`config.mk`:
```
export PLATFORM = sky130hd
export DESIGN_NAME = sql_wire_message_capture
export DESIGN_NICKNAME = d
export VERILOG_FILES = /design/src/sv/sqlwmc_pkg.sv /design/src/sv/sqlwmc_ram.sv /design/src/sv/sql_wire_message_capture.sv
export VERILOG_INCLUDE_DIRS = /design/src /design/src/sv
export SDC_FILE = /design/constraint.sdc
export NUM_CORES = 2
export LEC_CHECK = 0
export BUFFER_PORTS_ARGS = -buffer_cell sky130_fd_sc_hd__buf_4
export CAP_MARGIN = 20
export CORE_MARGIN = 2
export CORE_UTILIZATION = 45
export CTS_CLUSTER_DIAMETER = 80
export DETAILED_ROUTE_END_ITERATION = 8
export GPL_ROUTABILITY_DRIVEN = 1
export PLACE_DENSITY = 0.71
export SKIP_CTS_REPAIR_TIMING = 1
export SYNTH_ARGS = -nofsm -noshare
export SYNTH_HDL_FRONTEND = slang
export SYNTH_SLANG_ARGS = --single-unit
```
`constraint.sdc`:
```
create_clock -name clk -period 22.5 [get_ports clk]
set_clock_uncertainty 0.15 [all_clocks]
set_input_delay 3.375 -clock clk [delete_from_list [all_inputs] [get_ports clk]]
set_output_delay 3.375 -clock clk [all_outputs]
set_load 0.01 [all_outputs]
```
`src/sv/assert_macros.svh`:
```
// ----------------------------------------------------------------------------
// Assertion macros
// Shared concurrent assertion wrappers; they compile to nothing in synthesis.
// ----------------------------------------------------------------------------
`ifndef ASSERT_MACROS_SVH
`define ASSERT_MACROS_SVH
`ifndef SYNTHESIS
`define SWMC_ASSERT(lbl, clk, rstn, prop, msg) \
	lbl: assert property (@(posedge clk) disable iff (!rstn) prop) else $error(msg);
`define SWMC_ASSERT_ALWAYS(lbl, clk, prop, msg) \
	lbl: assert property (@(posedge clk) prop) else $error(msg);
`else
`define SWMC_ASSERT(lbl, clk, rstn, prop, msg)
`define SWMC_ASSERT_ALWAYS(lbl, clk, prop, msg)
`endif
`endif

```
`src/sv/sqlwmc_pkg.sv`:
```
// ----------------------------------------------------------------------------
// sqlwmc_pkg
// Types, codes and defaults of the SQL wire message capture block.
// ----------------------------------------------------------------------------
package sqlwmc_pkg;

	localparam int CONN_SLOTS_DEF   = 256;
	localparam int MAX_MESSAGES_DEF = 64;
	localparam int MAX_CAPTURE_DEF  = 16384;

	localparam logic [31:0] SSL_REQUEST_CODE = 32'd80877103;
	localparam logic [31:0] GSS_REQUEST_CODE = 32'd80877104;
	localparam logic [15:0] PROTO_V3_MAJOR   = 16'd3;

	localparam logic [7:0] TAG_QUERY    = 8'h51;
	localparam logic [7:0] TAG_PARSE    = 8'h50;
	localparam logic [7:0] TAG_BIND     = 8'h42;
	localparam logic [7:0] TAG_EXECUTE  = 8'h45;
	localparam logic [7:0] TAG_CLOSE    = 8'h43;
	localparam logic [7:0] TAG_TERMINATE = 8'h58;

	typedef enum logic [2:0] {
		CLS_NONE  = 3'd0,
		CLS_V3    = 3'd1,
		CLS_SSL   = 3'd2,
		CLS_GSS   = 3'd3,
		CLS_OTHER = 3'd4
	} cls_t;

	typedef enum logic [2:0] {
		PH_IDLE     = 3'd0,
		PH_CLASSIFY = 3'd1,
		PH_HEADER   = 3'd2,
		PH_PAYLOAD  = 3'd3,
		PH_SKIP     = 3'd4
	} phase_t;

	function automatic logic tag_wanted(input logic [7:0] t);
		return (t == TAG_QUERY) || (t == TAG_PARSE) || (t == TAG_BIND) ||
			(t == TAG_EXECUTE) || (t == TAG_CLOSE) || (t == TAG_TERMINATE);
	endfunction

	function automatic cls_t classify(input logic [31:0] p);
		cls_t c;
		if (p[31:16] == PROTO_V3_MAJOR) begin
			c = CLS_V3;
		end else if (p == SSL_REQUEST_CODE) begin
			c = CLS_SSL;
		end else if (p == GSS_REQUEST_CODE) begin
			c = CLS_GSS;
		end else begin
			c = CLS_OTHER;
		end
		return c;
	endfunction

endpackage

```
`src/sv/sqlwmc_ram.sv`:
```
// ----------------------------------------------------------------------------
// sqlwmc_ram
// Simple dual-port RAM, one write and one registered read port.
// ----------------------------------------------------------------------------
module sqlwmc_ram #(
	parameter int WIDTH = 8,
	parameter int DEPTH = 256,
	localparam int AW = (DEPTH > 1) ? $clog2(DEPTH) : 1
) (
	input  logic             clk,
	input  logic             we,
	input  logic [AW-1:0]    waddr,
	input  logic [WIDTH-1:0] wdata,
	input  logic             re,
	input  logic [AW-1:0]    raddr,
	output logic [WIDTH-1:0] rdata
);

	logic [WIDTH-1:0] mem [DEPTH];

	always_ff @(posedge clk) begin
		if (we) begin
			mem[waddr] <= wdata;
		end
	end

	always_ff @(posedge clk) begin
		if (re) begin
			rdata <= mem[raddr];
		end
	end

endmodule

```
`src/sv/sql_wire_message_capture.sv`:
```
// ----------------------------------------------------------------------------
// sql_wire_message_capture
// Frames frontend SQL wire messages from a byte stream of send calls and
// emits the payload bytes of query and extended-query messages.
// ----------------------------------------------------------------------------
// The input channel carries one byte of a send call, or a close event, per
// transfer (item_valid / item_stall). Each slot's class lives in a RAM with
// a registered read, issued as the transfer is taken; a write
// from the item ahead is forwarded when it hits the same entry.
// The result channel (result_valid / result_stall) carries one captured
// payload byte per transfer from an output register.
// One item is taken every cycle while item_stall is low. A captured byte
// passes through the parse stage register and the output register before
// it is offered on the result channel. Bytes that capture nothing produce
// no transfer.
// While the output register is full and result_stall is high, one more
// item is held in the parse stage and item_stall rises after it.
// After reset the class RAM is swept to zero, one entry per cycle, over all
// CONN_SLOTS entries; item_stall stays high during the sweep.
// ----------------------------------------------------------------------------
`include "assert_macros.svh"

module sql_wire_message_capture #(
	parameter int CONN_SLOTS   = sqlwmc_pkg::CONN_SLOTS_DEF,
	parameter int MAX_MESSAGES = sqlwmc_pkg::MAX_MESSAGES_DEF,
	parameter int MAX_CAPTURE  = sqlwmc_pkg::MAX_CAPTURE_DEF
) (
	input  logic        clk,
	input  logic        arst_n,
	input  logic        item_valid,
	output logic        item_stall,
	input  logic        func,
	input  logic [7:0]  conn_slot,
	input  logic [7:0]  data_byte,
	input  logic [31:0] call_size,
	input  logic        call_first,
	output logic        result_valid,
	input  logic        result_stall,
	output logic [7:0]  out_slot,
	output logic [7:0]  msg_tag,
	output logic [7:0]  payload_byte,
	output logic [14:0] payload_len,
	output logic [31:0] req_len,
	output logic        msg_first,
	output logic        msg_last
);

	localparam int SLOT_W = (CONN_SLOTS > 1) ? $clog2(CONN_SLOTS) : 1;
	localparam int MC_W   = $clog2(MAX_MESSAGES + 1);
	localparam int CAP_W  = $clog2(MAX_CAPTURE + 1);
	localparam int CLS_W  = 3;

	logic [SLOT_W-1:0] slot_lut [256];

	for (genvar g = 0; g < 256; g++) begin : g_slot_lut
		assign slot_lut[g] = SLOT_W'(g % CONN_SLOTS);
	end

	logic                  clr_q;
	logic [SLOT_W-1:0]     clr_cnt_q;

	logic                  valid_s1;
	logic                  func_s1;
	logic [7:0]            slot_s1;
	logic [SLOT_W-1:0]     idx_s1;
	logic [7:0]            byte_s1;
	logic [31:0]           size_s1;
	logic                  first_s1;

	logic                  byp_q;
	logic [CLS_W-1:0]      byp_data_q;

	sqlwmc_pkg::phase_t    phase_q;
	logic [31:0]           rem_q;
	logic [2:0]            pos_q;
	logic [2:0]            hc_q;
	logic [31:0]           la_q;
	logic [7:0]            tag_q;
	logic [31:0]           ml_q;
	logic [CAP_W-1:0]      cc_q;
	logic [CAP_W-1:0]      cap_q;
	logic [MC_W-1:0]       mc_q;
	logic                  capon_q;
	logic [7:0]            cslot_q;
	logic [SLOT_W-1:0]     cidx_q;
	logic [31:0]           mreq_q;

	sqlwmc_pkg::phase_t    ph_d;
	logic [31:0]           rem_d;
	logic [2:0]            pos_d;
	logic [2:0]            hc_d;
	logic [31:0]           la_d;
	logic [7:0]            tag_d;
	logic [31:0]           ml_d;
	logic [CAP_W-1:0]      cc_d;
	logic [CAP_W-1:0]      cap_d;
	logic [MC_W-1:0]       mc_d;
	logic                  capon_d;
	logic [7:0]            cslot_d;
	logic [SLOT_W-1:0]     cidx_d;
	logic [31:0]           mreq_d;

	logic                  res_v;
	logic                  proc_we;
	logic [SLOT_W-1:0]     proc_waddr;
	logic [CLS_W-1:0]      proc_wdata;

	logic [CLS_W-1:0]      ram_rdata;
	sqlwmc_pkg::cls_t      cls;
	logic [31:0]           la_shift;
	logic [31:0]           len_body;
	logic [CAP_W-1:0]      cap_new;

	logic                  accept;
	logic                  s1_adv;
	logic                  ram_we;
	logic [SLOT_W-1:0]     ram_waddr;
	logic [CLS_W-1:0]      ram_wdata;
	logic [SLOT_W-1:0]     ram_raddr;

	assign s1_adv     = valid_s1 && (!result_valid || !result_stall);
	assign item_stall = clr_q || (valid_s1 && !s1_adv);
	assign accept     = item_valid && !item_stall;

	assign ram_raddr = slot_lut[conn_slot];
	assign ram_we    = clr_q || (s1_adv && proc_we);
	assign ram_waddr = clr_q ? clr_cnt_q : proc_waddr;
	assign ram_wdata = clr_q ? CLS_W'(sqlwmc_pkg::CLS_NONE) : proc_wdata;

	sqlwmc_ram #(
		.WIDTH(CLS_W),
		.DEPTH(CONN_SLOTS)
	) u_class_ram (
		.clk  (clk),
		.we   (ram_we),
		.waddr(ram_waddr),
		.wdata(ram_wdata),
		.re   (accept),
		.raddr(ram_raddr),
		.rdata(ram_rdata)
	);

	assign cls      = sqlwmc_pkg::cls_t'(byp_q ? byp_data_q : ram_rdata);
	assign la_shift = {la_q[23:0], byte_s1};
	assign len_body = la_shift - 32'd4;
	assign cap_new  = (len_body > 32'(MAX_CAPTURE)) ? CAP_W'(MAX_CAPTURE) : CAP_W'(len_body);

	always_comb begin
		ph_d       = phase_q;
		rem_d      = rem_q;
		pos_d      = pos_q;
		hc_d       = hc_q;
		la_d       = la_q;
		tag_d      = tag_q;
		ml_d       = ml_q;
		cc_d       = cc_q;
		cap_d      = cap_q;
		mc_d       = mc_q;
		capon_d    = capon_q;
		cslot_d    = cslot_q;
		cidx_d     = cidx_q;
		mreq_d     = mreq_q;
		res_v      = 1'b0;
		proc_we    = 1'b0;
		proc_waddr = idx_s1;
		proc_wdata = CLS_W'(sqlwmc_pkg::CLS_NONE);
		if (valid_s1 && func_s1) begin
			proc_we = 1'b1;
		end else if (valid_s1) begin
			if (first_s1) begin
				cslot_d = slot_s1;
				cidx_d  = idx_s1;
				rem_d   = size_s1;
				pos_d   = 3'd0;
				mc_d    = '0;
				hc_d    = 3'd0;
				capon_d = 1'b0;
				if (cls == sqlwmc_pkg::CLS_NONE) begin
					ph_d = (size_s1 < 32'd8) ? sqlwmc_pkg::PH_SKIP : sqlwmc_pkg::PH_CLASSIFY;
				end else if (cls == sqlwmc_pkg::CLS_V3 || cls == sqlwmc_pkg::CLS_SSL ||
						cls == sqlwmc_pkg::CLS_GSS) begin
					ph_d = sqlwmc_pkg::PH_HEADER;
				end else begin
					ph_d = sqlwmc_pkg::PH_SKIP;
				end
			end
			if (ph_d == sqlwmc_pkg::PH_IDLE || rem_d == 32'd0) begin
				ph_d = sqlwmc_pkg::PH_IDLE;
			end else begin
				case (ph_d)
					sqlwmc_pkg::PH_CLASSIFY: begin
						if (pos_d >= 3'd4) begin
							la_d = la_shift;
							if (pos_d == 3'd7) begin
								proc_we    = 1'b1;
								proc_waddr = cidx_d;
								proc_wdata = CLS_W'(sqlwmc_pkg::classify(la_shift));
								ph_d       = sqlwmc_pkg::PH_SKIP;
							end
						end
					end
					sqlwmc_pkg::PH_HEADER: begin
						if (hc_d == 3'd0) begin
							if (mc_d >= MC_W'(MAX_MESSAGES) || rem_d < 32'd5) begin
								ph_d = sqlwmc_pkg::PH_SKIP;
							end else begin
								tag_d  = byte_s1;
								mreq_d = rem_d;
								la_d   = 32'd0;
								hc_d   = 3'd1;
							end
						end else begin
							la_d = la_shift;
							hc_d = hc_d + 3'd1;
							if (hc_d == 3'd5) begin
								hc_d = 3'd0;
								if (la_shift < 32'd5 || 32'(cap_new) > rem_d - 32'd1) begin
									ph_d = sqlwmc_pkg::PH_SKIP;
								end else begin
									ml_d    = len_body;
									cc_d    = '0;
									cap_d   = cap_new;
									capon_d = sqlwmc_pkg::tag_wanted(tag_d);
									mc_d    = mc_d + MC_W'(1);
									ph_d    = sqlwmc_pkg::PH_PAYLOAD;
								end
							end
						end
					end
					sqlwmc_pkg::PH_PAYLOAD: begin
						if (capon_d && cc_d < cap_d) begin
							res_v = 1'b1;
							cc_d  = cc_d + CAP_W'(1);
						end
						ml_d = ml_d - 32'd1;
						if (ml_d == 32'd0) begin
							ph_d    = sqlwmc_pkg::PH_HEADER;
							hc_d    = 3'd0;
							capon_d = 1'b0;
						end
					end
					default: begin
					end
				endcase
				rem_d = rem_d - 32'd1;
				pos_d = pos_d + 3'd1;
				if (rem_d == 32'd0) begin
					ph_d = sqlwmc_pkg::PH_IDLE;
				end
			end
		end
	end

	always_ff @(posedge clk or negedge arst_n) begin
		if (!arst_n) begin
			clr_q     <= 1'b1;
			clr_cnt_q <= '0;
		end else if (clr_q) begin
			clr_cnt_q <= clr_cnt_q + SLOT_W'(1);
			if (clr_cnt_q == SLOT_W'(CONN_SLOTS - 1)) begin
				clr_q <= 1'b0;
			end
		end
	end

	always_ff @(posedge clk or negedge arst_n) begin
		if (!arst_n) begin
			valid_s1   <= 1'b0;
			byp_q      <= 1'b0;
			byp_data_q <= '0;
		end else begin
			if (accept) begin
				valid_s1   <= 1'b1;
				byp_q      <= s1_adv && proc_we && (proc_waddr == ram_raddr);
				byp_data_q <= proc_wdata;
			end else if (s1_adv) begin
				valid_s1 <= 1'b0;
			end
		end
	end

	always_ff @(posedge clk) begin
		if (accept) begin
			func_s1  <= func;
			slot_s1  <= conn_slot;
			idx_s1   <= ram_raddr;
			byte_s1  <= data_byte;
			size_s1  <= call_size;
			first_s1 <= call_first;
		end
	end

	always_ff @(posedge clk or negedge arst_n) begin
		if (!arst_n) begin
			phase_q <= sqlwmc_pkg::PH_IDLE;
		end else if (s1_adv) begin
			phase_q <= ph_d;
		end
	end

	always_ff @(posedge clk or negedge arst_n) begin
		if (!arst_n) begin
			rem_q   <= '0;
			pos_q   <= '0;
			hc_q    <= '0;
			la_q    <= '0;
			tag_q   <= '0;
			ml_q    <= '0;
			cc_q    <= '0;
			cap_q   <= '0;
			mc_q    <= '0;
			capon_q <= 1'b0;
			cslot_q <= '0;
			cidx_q  <= '0;
			mreq_q  <= '0;
		end else if (s1_adv) begin
			rem_q   <= rem_d;
			pos_q   <= pos_d;
			hc_q    <= hc_d;
			la_q    <= la_d;
			tag_q   <= tag_d;
			ml_q    <= ml_d;
			cc_q    <= cc_d;
			cap_q   <= cap_d;
			mc_q    <= mc_d;
			capon_q <= capon_d;
			cslot_q <= cslot_d;
			cidx_q  <= cidx_d;
			mreq_q  <= mreq_d;
		end
	end

	always_ff @(posedge clk or negedge arst_n) begin
		if (!arst_n) begin
			result_valid <= 1'b0;
		end else if (s1_adv) begin
			result_valid <= res_v;
		end else if (!result_stall) begin
			result_valid <= 1'b0;
		end
	end

	always_ff @(posedge clk) begin
		if (s1_adv && res_v) begin
			out_slot     <= cslot_d;
			msg_tag      <= tag_d;
			payload_byte <= byte_s1;
			payload_len  <= 15'(cap_q);
			req_len      <= mreq_d;
			msg_first    <= (cc_q == '0);
			msg_last     <= ({1'b0, cc_q} + (CAP_W + 1)'(1)) == {1'b0, cap_q};
		end
	end

	`SWMC_ASSERT(a_sweep_holds_input, clk, arst_n, clr_q |-> item_stall, "Input taken during class sweep")
	`SWMC_ASSERT(a_sweep_no_parse_write, clk, arst_n, clr_q |-> !(s1_adv && proc_we), "Parse write during class sweep")
	`SWMC_ASSERT(a_result_in_payload, clk, arst_n, res_v |-> (phase_q == sqlwmc_pkg::PH_PAYLOAD) && capon_q, "Capture outside a wanted message body")
	`SWMC_ASSERT(a_header_count_range, clk, arst_n, hc_q < 3'd5, "Header byte count out of range")
	`SWMC_ASSERT(a_capture_within_cap, clk, arst_n, cc_q <= cap_q, "Captured count beyond capture length")

endmodule

```
==> impl.org <==
** Logic synthesis
- Commonest cells in the synthesized netlist :: edfxtp_1 (894), nor2_1 (355), nand2_1 (276), mux4_2 (255), dfrtp_1 (205)
- Number of synthesis warnings :: 0
- The most used flip-flop cell after synthesis is edfxtp_1.
- Synthesized area :: slightly below 0.05 mm^2
- Share of the yosys chip area belonging to registers :: 0.6477
- Synthesis handed over a netlist of 3341 instances.
- Count of flip-flops with a built-in enable after synthesis :: 894
- Post-synthesis sequential element count :: 1100
- Counting every net in the synthesized netlist gives 3442.
- The share of synthesized area in the top cell type comes to 0.5433.
- Biggest area contributors in the synthesized netlist :: edfxtp_1 (54%), mux4_2 (12%), dfrtp_1 (10%)
- Among all cell types in the netlist, the one instantiated most often is edfxtp_1.
- Post-synth cell types :: 91
- The synthesized design spends more area on one cell type than any other, namely edfxtp_1.
- Each instance of the synthesized netlist takes up on average 14.79 um^2.
- In the synthesized netlist the async set-or-reset flop fraction comes to 0.1873.

** Placement
- Detailed-placement wirelength estimate :: 74.61 mm
- The count of buffers added on input and output ports is 128.
- Including well taps, the total number of placed cells is about 4700.
- Routability Congestion :: 0.8926

** Clock tree
- The tree is rooted in a clkbuf_16.
- Clock sink total :: 1100
- After clock tree synthesis, the clock-pin slew on the worst setup and hold paths is 0.06 ns.
- Maximum level of the CTS H-tree :: 3
- TritonCTS built the clock tree.
- The clock reaches the later pin of the worst-skew pair after between 0.6 and 0.7 ns.
- Maximum clock path buffer count :: 3
- Buffers inserted during clock tree synthesis total 108.

** Global routing
- Wire length of the first global-routing pass :: 181.3 mm
- In the global route stage, overall resource usage came out at 0.2095.
- Fraction of met3 tracks used by global routing :: 0.03367
- Number of global-route vias before repair :: 29560
- Antenna violations before repair :: 5
- M1 GR Usage :: 0.2929
- For this run the aggregate overflow at the end of global routing stands at 0.
- Most used routing layer in global routing :: met2
- Pin count of the biggest net entering global routing :: between 200 and 300
- For this run, global-route usage on met2 was measured as 0.3395.

** Worst setup path
- Kind of launch point of the worst setup path :: primary input
- Largest fanout on the critical path :: 64
- Required time at the worst-slack endpoint :: between 20 and 25 ns
- For this design, the slowest cell found on the critical path is buf_4.
- Worst Setup Path Type :: in -> reg
- The most numerous cell type found on the critical path is mux4_2.
- Arrival time of data at the critical path endpoint :: ~7.8 ns
- Slowest stage delay, CP :: between 0.8 and 0.9 ns
- The worst setup path is captured at a flop.
- The critical path goes through buf_8 -> buf_4 -> buf_4 -> mux4_2 -> mux4_2 -> mux4_2 -> mux4_2.

** Die
- Std-Cell Core Area :: 0.1089 mm^2
- Chip Height :: 335.4 um
- The die covers 0.1125 mm^2.
- 129 I/O pins were placed.
- Total number of placement rows :: approximately 120
- DIE WIDTH :: 335.4 um
- The initial utilization of the core area, before any placement, comes to 0.4539.

** Final layout
- Ratio of cells with drive above 1 in the final layout :: 0.2043
- Compared with the post-synthesis result, the final layout area differs by 12.21%.
- Ant. Diodes :: 0
- Final nets :: 3534
- Final Util :: 0.5094
- Final standard cell count with taps included and fillers excluded :: 4938
- Counting the fill cells in the layout gives 8890.

** Power and ir drop
- Internal cell power :: between 3000 and 4000 uW
- Relative contribution of the clock network to total power :: 0.372
- Across the VDD grid, the largest voltage drop is approximately 0.000074 V.
- Logic pwr share :: 0.126
- Sw frac :: 0.2631
- The analysis attributes to net switching a power of roughly 1300 uW.
- Cell leakage power :: about 0.018 uW
- The share of total power dissipated in sequential elements is 0.502.
- Power Dens Cells :: 88.24 mW/mm^2

** Detailed routing
- Per-cell routed wire length :: roughly 24 um
- Total Wirelength :: 118.2 mm
- After detailed routing, the number of vias per cell comes to 6.054.
- DRC marker count from the first detailed-route iteration :: 3467
- Antenna-violating nets left :: 0
- Before antenna repair, the detailed router went through 6 iterations.
- Number of DRC violations after detailed routing :: 0
- The detailed router placed 29900 vias in this run.

** Timing
- The clock period could shrink to about 7.6 ns.
- Unrepaired setup endpoints after global routing :: false
- Static timing analysis puts the maximum clock frequency at 132.2 MHz.
- Worst-case headroom to the max-slew limit :: 0.2209
- Of the available clock period, the critical path in the final layout requires 0.3361.
- Worst slew pin tran :: approximately 1.2 ns
- The hold violation count in the final report was 0.
- Total of endpoints with negative setup slack in the final report :: 0
- The number of max-slew violations in the final report came to 0.
- Setup total negative slack on the finished layout was measured at 0 ns.

** Run
- Max-cap violation count :: 0

** Status
- Result of the run :: completed

** Worst hold path
- Min-delay worst type :: reg -> reg
[power by group through the flow]
stage | Sequential (uW) | Clock (uW) | Combinational (uW)
2_1_floorplan | 2430 | 0 | 481
3_3_place_gp | 2480 | 0 | 600
5_1_grt | 2470 | 1930 | 690
3_5_place_dp | 2490 | 0 | 611
6_report | 2450 | 1820 | 618
4_1_cts | 2450 | 1850 | 615
[state kept, by name, summed over array words and instances, names as in the netlist, 15 cells and up]
register and flops:
u_class_ram.mem 768, cc_q 15, mreq_q 32, size_s1 32, req_len 32, ml_q 32, rem_q 32, la_q 24
payload_len 15, cap_q 15
[cell type report]
cell class / instances / area, um^2 / area share
multi-input combinational: 1991 / 16420 / 0.2962
inverter: 51 / 191.4 / 0.003453
timing repair buffer: 181 / 1475 / 0.02661
clock buffer: 142 / 2870 / 0.05177
tap: 1414 / 1769 / 0.03191
clock inverter: 59 / 713.2 / 0.01286
sequential: 1100 / 32000 / 0.5772
[per-layer routing]
layer / share of wire / up-vias
li1: - / 13180
met1: 0.41 / 15170
met2: 0.48 / 1315
met3: 0.074 / 226
met4: 0.029 / 10
met5: 0.00057 / -
[metrics by stage]
stage | worst slack, ns | hold slack [ns] | cell area [um^2] | total power, uW
6_report | 14.94 | 0.3288 | 55440 | 4892
5_1_grt | 14.37 | 0.3406 | 55440 | 5088
4_1_cts | 14.82 | 0.3318 | 55380 | 4911
3_5_place_dp | 14.13 | 0.3204 | 51800 | 3101
3_3_place_gp | 14.23 | 0.3113 | 51730 | 3084
2_1_floorplan | 7.422 | 0.2706 | 49410 | 2906
[kinds of logic (layout without fill, tap and decap cells)]
kind of cell,count (synthesis),in the layout,share of synthesized area
muxes,358,358,0.1387
buffers and inverters,250,433,0.02069
DFF,1100,1100,0.6477
AOI/OAI and AO/OA,451,451,0.06313
adders and majority gates,47,47,0.01190
xor gates and xnor gates,112,112,0.01985
and+or+nand+nor,1023,1023,0.09810
[critical path: cells and delay by family]
family	cells	cell delay [ns]
mux	4	2.14
buf+inv	3	2.24
[placed cells by master (no fill, tap or decap), types with 54 or more instances in the layout]
cell / n
xnor2_1: 70
nor2_1: 353
edfxtp_1: 894
mux2_2: 57
buf_4: 168
o21ai_0: 168
dfrtp_1: 205
nand2_1: 276
clkbuf_16: 108
nor3_1: 69
mux4_2: 255
nand3_1: 54
[worst paths after layout]
check / start / endpoint / slack [ns] / cells past startpoint
worst min-delay path: mreq_q[25] / mreq_q[25] / 0.33 / 2
min in group asynchronous: arst_n / cc_q[5] / 2.55 / 1
worst max register to register: byte_s1[2] / cap_q[8] / 15.04 / 20
max in group asynchronous: arst_n / rem_q[24] / 18.18 / 2
worst max-delay path: conn_slot[0] / u_class_ram.rdata[0] / 14.94 / 7
worst min register to register: mreq_q[25] / mreq_q[25] / 0.33 / 2
No activity file was read; power rests on OpenSTA's default activity.
